<file path="src/hw/rtl/esd_pkg.sv">
`timescale 1ns / 1ps
// ----------------------------------------------------------------------------
// esd_pkg
// Shared types and constants of the elevator scan dispatcher.
// ----------------------------------------------------------------------------
package esd_pkg;

   localparam int NUM_FLOORS = 9;
   localparam int FLOOR_W    = (NUM_FLOORS > 1) ? $clog2(NUM_FLOORS) : 1;
   localparam int CALL_W     = 4;
   localparam int FLOOR_OUT_W = 4;
   localparam int PEND_W     = 9;

   localparam logic REQ_PRESS = 1'b0;
   localparam logic REQ_TICK  = 1'b1;

   typedef enum logic [1:0] {
      MOTOR_STOP = 2'd0,
      MOTOR_UP   = 2'd1,
      MOTOR_DOWN = 2'd2
   } esd_motor_type;

   typedef enum logic [1:0] {
      EVT_NONE   = 2'd0,
      EVT_DEPART = 2'd1,
      EVT_ARRIVE = 2'd2,
      EVT_SERVED = 2'd3
   } esd_event_type;

   typedef struct packed {
      logic              req_type;
      logic [CALL_W-1:0] call_floor;
   } esd_req_beat_type;

   typedef struct packed {
      logic [FLOOR_OUT_W-1:0] floor_now;
      logic                   going_up;
      logic [1:0]             motor_cmd;
      logic [1:0]             event_code;
      logic [PEND_W-1:0]      pending_mask;
   } esd_rsp_beat_type;

endpackage

</file>
<file path="src/hw/rtl/elevator_scan_dispatch.sv">
`timescale 1ns / 1ps
// A request beat is held in the input register, then its result in the result
// register. Throughput: one beat per cycle unless rsp_ready stalls; the input
// register refills as it empties, and the car state updates as the result register loads.
// Reset: synchronous; clears both stage valids, all pending calls, floor 0,
// direction up, car stopped.
// ----------------------------------------------------------------------------
// elevator_scan_dispatch
// Single-car LOOK dispatcher: input register, dispatch logic, result register.
// ----------------------------------------------------------------------------
module elevator_scan_dispatch
   import esd_pkg::*;
(
   input  logic             clock,
   input  logic             reset,
   input  logic             req_valid,
   output logic             req_ready,
   input  esd_req_beat_type req_data,
   output logic             rsp_valid,
   input  logic             rsp_ready,
   output esd_rsp_beat_type rsp_data
);

   logic             stage_valid, stage_take;
   esd_req_beat_type stage_data;
   esd_rsp_beat_type result;
   logic             rsp_valid_ff, rsp_valid_in;
   esd_rsp_beat_type rsp_data_ff;

   assign stage_take = stage_valid && (!rsp_valid_ff || rsp_ready);

   esd_req_stage u_req_stage (
      .clock       (clock),
      .reset       (reset),
      .req_valid   (req_valid),
      .req_ready   (req_ready),
      .req_data    (req_data),
      .stage_take  (stage_take),
      .stage_valid (stage_valid),
      .stage_data  (stage_data)
   );

   esd_dispatch_core u_core (
      .clock     (clock),
      .reset     (reset),
      .item_fire (stage_take),
      .item_data (stage_data),
      .result    (result)
   );

   always_comb begin
      rsp_valid_in = rsp_valid_ff;
      if (!rsp_valid_ff || rsp_ready) begin
         rsp_valid_in = stage_valid;
      end
   end

   always_ff @(posedge clock) begin
      if (reset) begin
         rsp_valid_ff <= 1'b0;
      end else begin
         rsp_valid_ff <= rsp_valid_in;
      end
   end

   always_ff @(posedge clock) begin
      if (stage_take) begin
         rsp_data_ff <= result;
      end
   end

   assign rsp_valid = rsp_valid_ff;
   assign rsp_data  = rsp_data_ff;

endmodule

</file>
<file path="src/hw/rtl/esd_req_stage.sv">
`timescale 1ns / 1ps
// ----------------------------------------------------------------------------
// esd_req_stage
// Input register: captures one request beat and holds it until the
// dispatch stage takes it.
// ----------------------------------------------------------------------------
module esd_req_stage
   import esd_pkg::*;
(
   input  logic             clock,
   input  logic             reset,
   input  logic             req_valid,
   output logic             req_ready,
   input  esd_req_beat_type req_data,
   input  logic             stage_take,
   output logic             stage_valid,
   output esd_req_beat_type stage_data
);

   logic             valid_ff, valid_in;
   esd_req_beat_type data_ff;

   assign req_ready   = !valid_ff || stage_take;
   assign stage_valid = valid_ff;
   assign stage_data  = data_ff;

   always_comb begin
      valid_in = valid_ff;
      if (req_ready) begin
         valid_in = req_valid;
      end
   end

   always_ff @(posedge clock) begin
      if (reset) begin
         valid_ff <= 1'b0;
      end else begin
         valid_ff <= valid_in;
      end
   end

   always_ff @(posedge clock) begin
      if (req_valid && req_ready) begin
         data_ff <= req_data;
      end
   end

endmodule

</file>
<file path="src/hw/rtl/esd_dispatch_core.sv">
`timescale 1ns / 1ps
// ----------------------------------------------------------------------------
// esd_dispatch_core
// Car state registers and the single-pass LOOK direction and stop logic.
// ----------------------------------------------------------------------------
module esd_dispatch_core
   import esd_pkg::*;
(
   input  logic             clock,
   input  logic             reset,
   input  logic             item_fire,
   input  esd_req_beat_type item_data,
   output esd_rsp_beat_type result
);

   logic [NUM_FLOORS-1:0] req_bits_ff, req_bits_in;
   logic [FLOOR_W-1:0]    floor_ff, floor_in;
   logic                  dir_up_ff, dir_up_in;
   logic                  moving_ff, moving_in;

   logic [NUM_FLOORS-1:0] ge_mask, le_mask, press_bit;
   logic                  any_ge, any_le, stop_tick;
   esd_event_type         evt;
   esd_motor_type         motor;
   logic [FLOOR_W+FLOOR_OUT_W-1:0] floor_ext;
   logic [NUM_FLOORS+PEND_W-1:0]   pend_ext;

   always_comb begin
      for (int i = 0; i < NUM_FLOORS; i++) begin
         ge_mask[i]   = FLOOR_W'(i) >= floor_ff;
         le_mask[i]   = FLOOR_W'(i) <= floor_ff;
         press_bit[i] = int'(item_data.call_floor) == i;
      end
   end

   assign any_ge = |(req_bits_ff & ge_mask);
   assign any_le = |(req_bits_ff & le_mask);

   always_comb begin
      req_bits_in = req_bits_ff;
      floor_in    = floor_ff;
      dir_up_in   = dir_up_ff;
      moving_in   = moving_ff;
      stop_tick   = 1'b0;
      evt         = EVT_NONE;
      if (item_data.req_type == REQ_PRESS) begin
         req_bits_in = req_bits_ff | press_bit;
      end else if (!moving_ff) begin
         if (req_bits_ff == '0) begin
            stop_tick = 1'b1;
         end else begin
            if (dir_up_in && !any_ge) begin
               dir_up_in = 1'b0;
            end
            if (!dir_up_in && !any_le) begin
               dir_up_in = 1'b1;
               stop_tick = 1'b1;
            end
         end
         if (!stop_tick) begin
            if (req_bits_ff[floor_ff]) begin
               req_bits_in[floor_ff] = 1'b0;
               evt = EVT_SERVED;
            end else begin
               moving_in = 1'b1;
               evt = EVT_DEPART;
            end
         end
      end else begin
         if (dir_up_ff) begin
            if (floor_ff != FLOOR_W'(NUM_FLOORS - 1)) begin
               floor_in = floor_ff + 1'b1;
            end
         end else if (floor_ff != '0) begin
            floor_in = floor_ff - 1'b1;
         end
         if (req_bits_ff[floor_in]) begin
            req_bits_in[floor_in] = 1'b0;
            moving_in = 1'b0;
            evt = EVT_ARRIVE;
         end
      end
   end

   always_comb begin
      if (!moving_in) begin
         motor = MOTOR_STOP;
      end else if (dir_up_in) begin
         motor = MOTOR_UP;
      end else begin
         motor = MOTOR_DOWN;
      end
   end

   assign floor_ext = {{FLOOR_OUT_W{1'b0}}, floor_in};
   assign pend_ext  = {{PEND_W{1'b0}}, req_bits_in};

   assign result.floor_now    = floor_ext[FLOOR_OUT_W-1:0];
   assign result.going_up     = dir_up_in;
   assign result.motor_cmd    = motor;
   assign result.event_code   = evt;
   assign result.pending_mask = pend_ext[PEND_W-1:0];

   always_ff @(posedge clock) begin
      if (reset) begin
         req_bits_ff <= '0;
         floor_ff    <= '0;
         dir_up_ff   <= 1'b1;
         moving_ff   <= 1'b0;
      end else if (item_fire) begin
         req_bits_ff <= req_bits_in;
         floor_ff    <= floor_in;
         dir_up_ff   <= dir_up_in;
         moving_ff   <= moving_in;
      end
   end

endmodule

</file>
<file path="config.mk">
export PLATFORM = sky130hd
export DESIGN_NAME = elevator_scan_dispatch
export DESIGN_NICKNAME = d
export VERILOG_FILES = /design/src/hw/rtl/esd_pkg.sv /design/src/hw/rtl/elevator_scan_dispatch.sv /design/src/hw/rtl/esd_req_stage.sv /design/src/hw/rtl/esd_dispatch_core.sv
export SDC_FILE = /design/constraint.sdc
export NUM_CORES = 1
export LEC_CHECK = 0
export BUFFER_PORTS_ARGS = -buffer_cell sky130_fd_sc_hd__buf_4
export CAP_MARGIN = 10
export CORE_MARGIN = 4
export CORE_UTILIZATION = 45
export CTS_CLUSTER_DIAMETER = 30
export DETAILED_ROUTE_END_ITERATION = 7
export GPL_ROUTABILITY_DRIVEN = 1
export HOLD_SLACK_MARGIN = 0.02
export MAX_ROUTING_LAYER = met4
export PLACE_DENSITY_LB_ADDON = 0.08
export SLEW_MARGIN = 20
export SYNTH_ARGS = -nofsm -noshare
export SYNTH_HDL_FRONTEND = slang
export SYNTH_HIERARCHICAL = 1
export SYNTH_SLANG_ARGS = --single-unit
</file>
<file path="constraint.sdc">
create_clock -name clock -period 6.8 [get_ports clock]
set_clock_uncertainty 0.1 [all_clocks]
set_input_delay 0.68 -clock clock [delete_from_list [all_inputs] [get_ports clock]]
set_output_delay 0.68 -clock clock [all_outputs]
set_load 0.005 [all_outputs]
</file>
==> flow_metrics.py, run 1 <==
metrics = {
    "logic_synthesis": {
        "synth_edf_count": 23,
        "synth-async-reset-ratio": 0,
        "ys_seq_area_frac": 0.367,
        "ys_seq_elements": 40,
        "ys_types": 70,
        "syn_avg_cell_area_um2": 8.86,
        "syn_area_um2": 2810,
        "synthFlopType": "edfxtp_1",
        "syn_nets": 330,
        "yosysWarnings": 6,
        "syn_inst": 317,
    },
    "layout": {
        "final_cell_mix": "28 x buf_4, 28 x nor2_1, 23 x edfxtp_1, 23 x nand2_1, 20 x a21oi_1",
        "drive_gt1_frac": 0.180,
        "diodes": 0,
        "nFillCells": 574,
        "nets": 335,
        "final_area_um2": 3090,
        "area_growth_syn_to_layout_pct": 9.84,
    },
    "power": {
        "p_sw_uw": 162,
        "leakagePower_nw": 1.11,
        "p_seq_frac": 0.500,
        "internal_power_uw": 421,
        "p_comb_frac": 0.147,
        "p_per_area_nw_per_um2": 189,
        "clkPwrFrac": 0.353,
        "irDropWorstVdd_uv": 105,
        "swShare": 0.277,
    },
    "hold_path": {
        "hold_class": "reg2reg",
    },
    "placement": {
        "pre_cts_ws_ps": 3440,
        "place.gp.congestion": 0.961,
        "port_buffers": 28,
        "placed_area_um2": 2970,
        "dp_hpwl_um": 5350,
    },
    "timing": {
        "fin_tns_setup_ps": 0,
        "setup_viol": 0,
        "relSlewSlack": 0.414,
        "fin_ws_ps": 3390,
        "finalHoldViolations": 0,
        "drv_slew": 0,
        "period_share": 0.502,
        "rsz0062_at_grt": "no",
        "tightest_slew_ps": 877,
        "max_freq_mhz": 293,
        "fin_crit_ps": 3410,
    },
    "floorplanning": {
        "die_area_um2": 7570,
        "die_h_um": 87.0,
        "pin_count": 29,
        "design.core.area_um2": 5990,
        "start_util": 0.469,
        "die_w_um": 87.0,
        "rows": 28,
    },
    "outcome": {
        "status": "completed",
    },
    "drt": {
        "drtAntennaViolNets": 0,
        "drc_errors": 0,
        "wl_per_cell_um": 18.9,
        "via_count": 2533,
        "viasPerCell": 6.36,
        "drt-total-wl_um": 7530,
        "dr.pass1.iters": 6,
        "drt_iter0_drc": 291,
    },
    "critical_path": {
        "start_kind": "flip-flop",
        "reg2reg_slack_ps": 3390,
        "cp-end-kind": "flip-flop",
        "crit_type": "reg2reg",
        "critPathRequiredTime_ps": 6750,
        "cp_max_fo": 13,
        "arrival_ps": 3360,
    },
    "clock_network": {
        "cts_inserted_buffers": 5,
        "clk_path_buf_depth": 2,
        "clk_pin_slew_ps": 90,
        "clk_latency_ps": 300,
        "ctsRootBufferMaster": "clkbuf_8",
        "post_cts_resized": 0,
        "holdBufCountCts": 0,
        "cts_tree": "done",
        "cts_sinks": 40,
        "post_cts_buffers": 0,
        "cts_htree_levels": 2,
    },
    "global_routing": {
        "grt_pass1_vias": 2358,
        "grt_pass1_wl_um": 12400,
        "gr-total-overflow": 0,
        "globalRouteTotalUtil": 0.217,
        "antenna_found_initial": 0,
        "grt_max_degree": 37,
    },
    "job": {
        "drv_cap": 0,
    },
}
## kinds of logic (layout without fill, tap and decap cells)
kind of cell               count (synthesis)  count (layout)  share of synthesized area
and+or+nand+nor                          117             117                      0.233
xor gates and xnor gates                   3               3                    0.00936
adders and majority gates                  4               4                     0.0178
AOI/OAI and AO/OA                        100             100                      0.258
buffers and inverters                     41              47                     0.0655
muxes                                     12              12                     0.0490
DFF                                       40              40                      0.367
## power by group through the flow
| stage | clock network, mW | registers (mW) | logic (mW) |
|---|---|---|---|
| final | 0.206 | 0.292 | 0.0855 |
| after global routing | 0.223 | 0.294 | 0.0951 |
| after floorplan | 0 | 0.284 | 0.0687 |
| after detailed placement | 0 | 0.297 | 0.0852 |
| after global placement | 0 | 0.296 | 0.0854 |
| after CTS | 0.211 | 0.291 | 0.0857 |
## synthesized netlist by cell type, drive strengths merged, types with 3 or more instances
library cell / number / area (µm²)
a2111o: 3 / 33.8
a211oi: 8 / 60.1
a21oi: 22 / 118
a22oi: 3 / 22.5
a31oi: 4 / 25.0
and2: 5 / 38.8
and3: 3 / 18.8
and3b: 3 / 26.3
buf: 10 / 67.6
clkbuf: 20 / 75.1
dfxtp: 17 / 340
edfxtp: 23 / 691
ha: 4 / 50.1
inv: 11 / 41.3
mux2: 4 / 45.0
mux2i: 7 / 70.1
nand2: 23 / 86.3
nand2b: 5 / 46.3
nand3: 9 / 45.0
nor2: 28 / 105
nor2b: 11 / 68.8
nor3: 8 / 40.0
nor3b: 3 / 22.5
o211a: 3 / 30.0
o211ai: 5 / 37.5
o21ai: 23 / 115
o311ai: 4 / 52.6
or2: 5 / 33.8
## critical path: stages, from the launching register on
cell and delay, ps:
dfxtp_1 440, inv_1 240, ha_1 440, or3b_1 550, a2111o_1 450, and3_1 170
and2_4 170, o311ai_4 280, o311a_1 250, nor3_1 60
## cell type report
cell class | count | area (µm²) | area share
clock buffer | 5 | 68.8 | 0.0223
clock inverter | 3 | 46.3 | 0.0150
inverter | 11 | 41.3 | 0.0134
multi-input combinational | 236 | 1590 | 0.517
sequential | 40 | 1030 | 0.334
tap | 75 | 93.8 | 0.0304
timing repair buffer | 28 | 210 | 0.0681
## path summary, 6_finish.rpt
kind	cells after the start	to	from
setup / recovery	9	rsp_data[12]	u_core/floor_ff[0]
hold / removal	2	rsp_valid	rsp_valid
setup reg to reg	9	rsp_data[12]	u_core/floor_ff[0]
hold reg to reg	2	rsp_valid	rsp_valid
## registers in the layout, summed over array words and instances, names as in the netlist, named ones only
| name | flops |
|---|---|
| rsp_valid | 1 |
| u_core/floor_ff | 4 |
| rsp_data | 18 |
| u_core/req_bits_ff | 9 |
| u_req_stage/stage_data | 5 |
| u_req_stage/stage_valid | 1 |
| u_core/dir_up_ff | 1 |
## through the flow
step           hold WS [ps]  power, mW   util  instances
6_report                398      0.583  0.515        398
3_5_place_dp            390      0.382  0.496        390
2_1_floorplan           374      0.353      -        317
3_3_place_gp            383      0.381  0.496        390
4_1_cts                 403      0.588  0.515        398
5_1_grt                 427      0.612  0.515        398
## metal layers
metal / routed length, µm / vias up / track usage
met1: 3350 / 1189 / 0.301
met3: 605 / 20 / 0.0378
met2: 3340 / 126 / 0.308
li1: - / 1198 / -
met5: 0 / - / -
met4: 224 / 0 / 0.0992
Note: power is estimated with default switching activity, not from simulation.
==> inputs of run 2 (changes only) <==
clock period = 3.3 ns   (was 6.8 ns; I/O delays follow)
==> run 2 against run 1 <==
Net effect:
- fmax rose by 16%
- wire length increased by 1.9%
- die area unchanged
- worst setup slack lost 3000 ps
- critical path depth unchanged
- sequential cell count did not move
- non-clock buffer count up 10
- combinational power rose by 120%
==> flow_metrics.py, run 2 (synthesis results as in run 1) <==
metrics = {
    "power": {
        "internal_power_uw": 786,
        "p_per_area_nw_per_um2": 355,
        "finalPower_mw": 1.11,
        "p_comb_frac": 0.169,
        "leakagePower_nw": 1.15,
        "p_seq_frac": 0.534,
        "clkPwrFrac": 0.296,
        "swShare": 0.292,
        "p_sw_uw": 325,
        "irDropWorstVdd_uv": 204,
    },
    "clock_network": {
        "cts_tree": "done",
        "cts_inserted_buffers": 5,
        "clk_path_buf_depth": 2,
        "post_cts_buffers": 0,
        "post_cts_resized": 0,
        "holdBufCountCts": 0,
        "cts_sinks": 40,
        "clk_pin_slew_ps": 90,
        "clk_latency_ps": 300,
        "cts_htree_levels": 2,
        "ctsRootBufferMaster": "clkbuf_8",
    },
    "global_routing": {
        "grt_max_degree": 37,
        "gr-total-overflow": 0,
        "globalRouteTotalUtil": 0.212,
        "antenna_found_initial": 0,
        "grt_pass1_vias": 2292,
        "grt_pass1_wl_um": 12000,
    },
    "critical_path": {
        "critPathRequiredTime_ps": 3230,
        "arrival_ps": 2870,
        "cp_max_fo": 10,
        "cp-end-kind": "flip-flop",
        "reg2reg_slack_ps": 370,
        "crit_type": "reg2reg",
        "start_kind": "flip-flop",
    },
    "drt": {
        "dr.pass1.iters": 6,
        "via_count": 2586,
        "drt-total-wl_um": 7670,
        "drtAntennaViolNets": 0,
        "drc_errors": 0,
        "viasPerCell": 6.35,
        "wl_per_cell_um": 18.8,
        "drt_iter0_drc": 380,
    },
    "layout": {
        "final_cell_mix": "38 x buf_4, 28 x nor2_1, 23 x edfxtp_1, 23 x nand2_1, 20 x a21oi_1",
        "final_area_um2": 3130,
        "area_growth_syn_to_layout_pct": 11.3,
        "nets": 345,
        "mostFrequentLayoutCell": "buf_4",
        "utilization": 0.522,
        "largest_register_ffs": 18,
        "stdcell_count": 407,
        "diodes": 0,
        "drive_gt1_frac": 0.202,
    },
    "timing": {
        "setup_viol": 0,
        "fin_tns_setup_ps": 0,
        "rsz0062_at_grt": "no",
        "drv_slew": 0,
        "period_share": 0.889,
        "fin_ws_ps": 366,
        "fin_hold_ws_ps": 109,
        "relSlewSlack": 0.548,
        "tightest_slew_ps": 668,
        "finalHoldViolations": 0,
        "fin_crit_ps": 2930,
        "max_freq_mhz": 341,
    },
    "placement": {
        "dp_hpwl_um": 5490,
        "dpl.cell_count": 400,
        "placed_area_um2": 3050,
        "port_buffers": 28,
        "place.gp.congestion": 0.969,
        "pre_cts_ws_ps": 425,
    },
    "job": {
        "drv_cap": 0,
    },
    "floorplanning": {
        "rows": 28,
        "die_w_um": 87.0,
        "pin_count": 29,
        "die_h_um": 87.0,
        "design.core.area_um2": 5990,
        "die_area_um2": 7570,
        "start_util": 0.469,
    },
    "hold_path": {
        "hold_class": "in2reg",
    },
    "outcome": {
        "status": "completed",
    },
}
[run 2: area by class of cell]
class | instances | area (µm²)
inverter | 11 | 41.3
tap | 75 | 93.8
clock buffer | 5 | 68.8
clock inverter | 2 | 12.5
sequential | 40 | 1030
timing repair buffer | 38 | 285
multi-input combinational | 236 | 1590
fill | 592 | 2860
[run 2: worst max-delay path: stages, from the launching register on]
cell and delay [ps]:
dfxtp_1 320, inv_1 80, ha_1 230, or3b_1 530, a2111o_1 450, and3_1 170
and2_4 170, o311ai_4 290, o311a_1 260, nor3_1 60
[run 2: final timing paths]
| kind | cells after the start | to | startpoint |
|---|---|---|---|
| max | 9 | rsp_data[12] | u_core/floor_ff[1] |
| min | 1 | u_req_stage/stage_data[4] | req_data[4] |
| min reg2reg | 2 | rsp_valid | rsp_valid |
| max reg2reg | 9 | rsp_data[12] | u_core/floor_ff[1] |
[run 2: per-layer routing]
layer  track usage  wire length (µm)
met1         0.289              3480
met2         0.329              3460
met3        0.0360               623
met4        0.0524               102
met5             -                 0
[run 2: power by group through the flow]
stage,clock [mW],sequential [mW],combinational [mW]
detailed placement,0,0.604,0.186
global route,0.359,0.597,0.206
finish,0.329,0.594,0.188
floorplan,0,0.585,0.142
CTS,0.334,0.593,0.187
global placement,0,0.604,0.185
==> inputs of run 3 (changes only) <==
BUFFER_PORTS_ARGS = -buffer_cell sky130_fd_sc_hd__buf_2   (was -buffer_cell sky130_fd_sc_hd__buf_4)
==> run 3 against run 2 <==
Net effect:
- combinational power decreased by 2%
- clock power increased by 29%
- final area decreased by 0.96%
- critical path depth did not move
- cell count grew 0.25%
- largest cell class unchanged
==> flow_metrics.py, run 3 (synthesis results as in run 1) <==
metrics = {
    "placement": {
        "dp_hpwl_um": 5580,
        "place.gp.congestion": 0.920,
        "pre_cts_ws_ps": 421,
        "dpl.cell_count": 400,
        "port_buffers": 28,
    },
    "drt": {
        "drt-total-wl_um": 7640,
        "drtAntennaViolNets": 0,
        "dr.pass1.iters": 6,
        "drt_iter0_drc": 266,
        "drc_errors": 0,
        "via_count": 2521,
        "viasPerCell": 6.18,
        "wl_per_cell_um": 18.7,
    },
    "floorplanning": {
        "die_h_um": 87.0,
        "die_area_um2": 7570,
        "pin_count": 29,
        "die_w_um": 87.0,
        "start_util": 0.469,
        "rows": 28,
        "design.core.area_um2": 5990,
    },
    "layout": {
        "diodes": 0,
        "final_cell_mix": "28 x buf_2, 28 x nor2_1, 23 x edfxtp_1, 23 x nand2_1, 20 x a21oi_1",
        "drive_gt1_frac": 0.204,
        "largest_register_ffs": 18,
        "nFillCells": 570,
        "stdcell_count": 408,
        "regArea_um2": 1030,
        "area_growth_syn_to_layout_pct": 10.2,
        "nets": 345,
        "multiInputGateArea_um2": 1590,
    },
    "timing": {
        "rsz0062_at_grt": "no",
        "fin_crit_ps": 2910,
        "drv_slew": 0,
        "period_share": 0.882,
        "relSlewSlack": 0.522,
        "tightest_slew_ps": 716,
        "max_freq_mhz": 344,
        "setup_viol": 0,
        "fin_tns_setup_ps": 0,
        "finalHoldViolations": 0,
        "fin_hold_ws_ps": 102,
        "fin_ws_ps": 390,
    },
    "global_routing": {
        "grt_pass1_wl_um": 12200,
        "grt_pass1_vias": 2259,
        "globalRouteTotalUtil": 0.217,
        "gr-total-overflow": 0,
        "grt_max_degree": 37,
        "antenna_found_initial": 0,
    },
    "clock_network": {
        "holdBufCountCts": 0,
        "clk_path_buf_depth": 2,
        "cts_tree": "done",
        "ctsRootBufferMaster": "clkbuf_8",
        "clk_latency_ps": 300,
        "cts_sinks": 40,
        "cts_inserted_buffers": 5,
        "post_cts_buffers": 0,
        "post_cts_resized": 0,
        "cts_htree_levels": 2,
        "clk_pin_slew_ps": 80,
    },
    "critical_path": {
        "critPathRequiredTime_ps": 3240,
        "start_kind": "flip-flop",
        "cp_max_fo": 10,
        "arrival_ps": 2850,
        "crit_type": "reg2reg",
        "cp-end-kind": "flip-flop",
    },
    "power": {
        "leakagePower_nw": 1.15,
        "p_per_area_nw_per_um2": 387,
        "irDropWorstVdd_uv": 212,
    },
    "outcome": {
        "status": "completed",
    },
    "hold_path": {
        "hold_class": "in2reg",
    },
    "job": {
        "drv_cap": 0,
    },
}
==> run 3: changes by cell type in the layout (fill, tap and decap cells not counted), sizes merged <==
cell      previous run  this run
clkbuf               5         6
clkinvlp             1         0
bufinv               0         1
==> run 3: critical path, stage by stage (launching register included) <==
cell and delay, ps:
dfxtp_1 310, inv_1 200, ha_1 200, or3b_1 510, a2111o_1 450, and3_1 170, and2_4 160, o311ai_4 260
o311a_1 240, nor3_1 60
==> run 3: power breakdown <==
part	switching, mW	leakage [nW]	internal [mW]	total (mW)
combinational	0.109	0.728	0.0743	0.184
clock	0.178	0.0614	0.247	0.425
sequential	0.0318	0.359	0.559	0.591
==> run 3: cell type report <==
class                      count  share of cell area
inverter                      11              0.0133
tap                           75              0.0303
timing repair buffer          38              0.0695
clock buffer                   6              0.0267
sequential                    40               0.333
multi-input combinational    236               0.515
clock inverter                 2              0.0125
==> run 3: layer usage <==
metal | GRT usage | up-vias | part of all wire
li1 | - | 1220 | -
met1 | 0.307 | 1171 | 0.45
met2 | 0.317 | 113 | 0.45
met3 | 0.0312 | 17 | 0.073
met4 | 0.0708 | 0 | 0.021
met5 | - | - | 0
==> run 3: metrics by stage <==
stage	power (mW)	area, µm²	utilization
6_report	1.20	3100	0.517
5_1_grt	1.26	3100	0.517
4_1_cts	1.21	3100	0.517
3_5_place_dp	0.783	2980	0.497
3_3_place_gp	0.785	2980	0.497
2_1_floorplan	0.727	2810	-
==> run 3: worst paths after layout <==
kind	from	endpoint	slack, ps	cells past startpoint
min	req_data[1]	u_req_stage/stage_data[1]	100	1
max reg2reg	u_core/floor_ff[0]	rsp_data[12]	390	9
max	u_core/floor_ff[0]	rsp_data[12]	390	9
min reg2reg	rsp_valid	rsp_valid	400	2
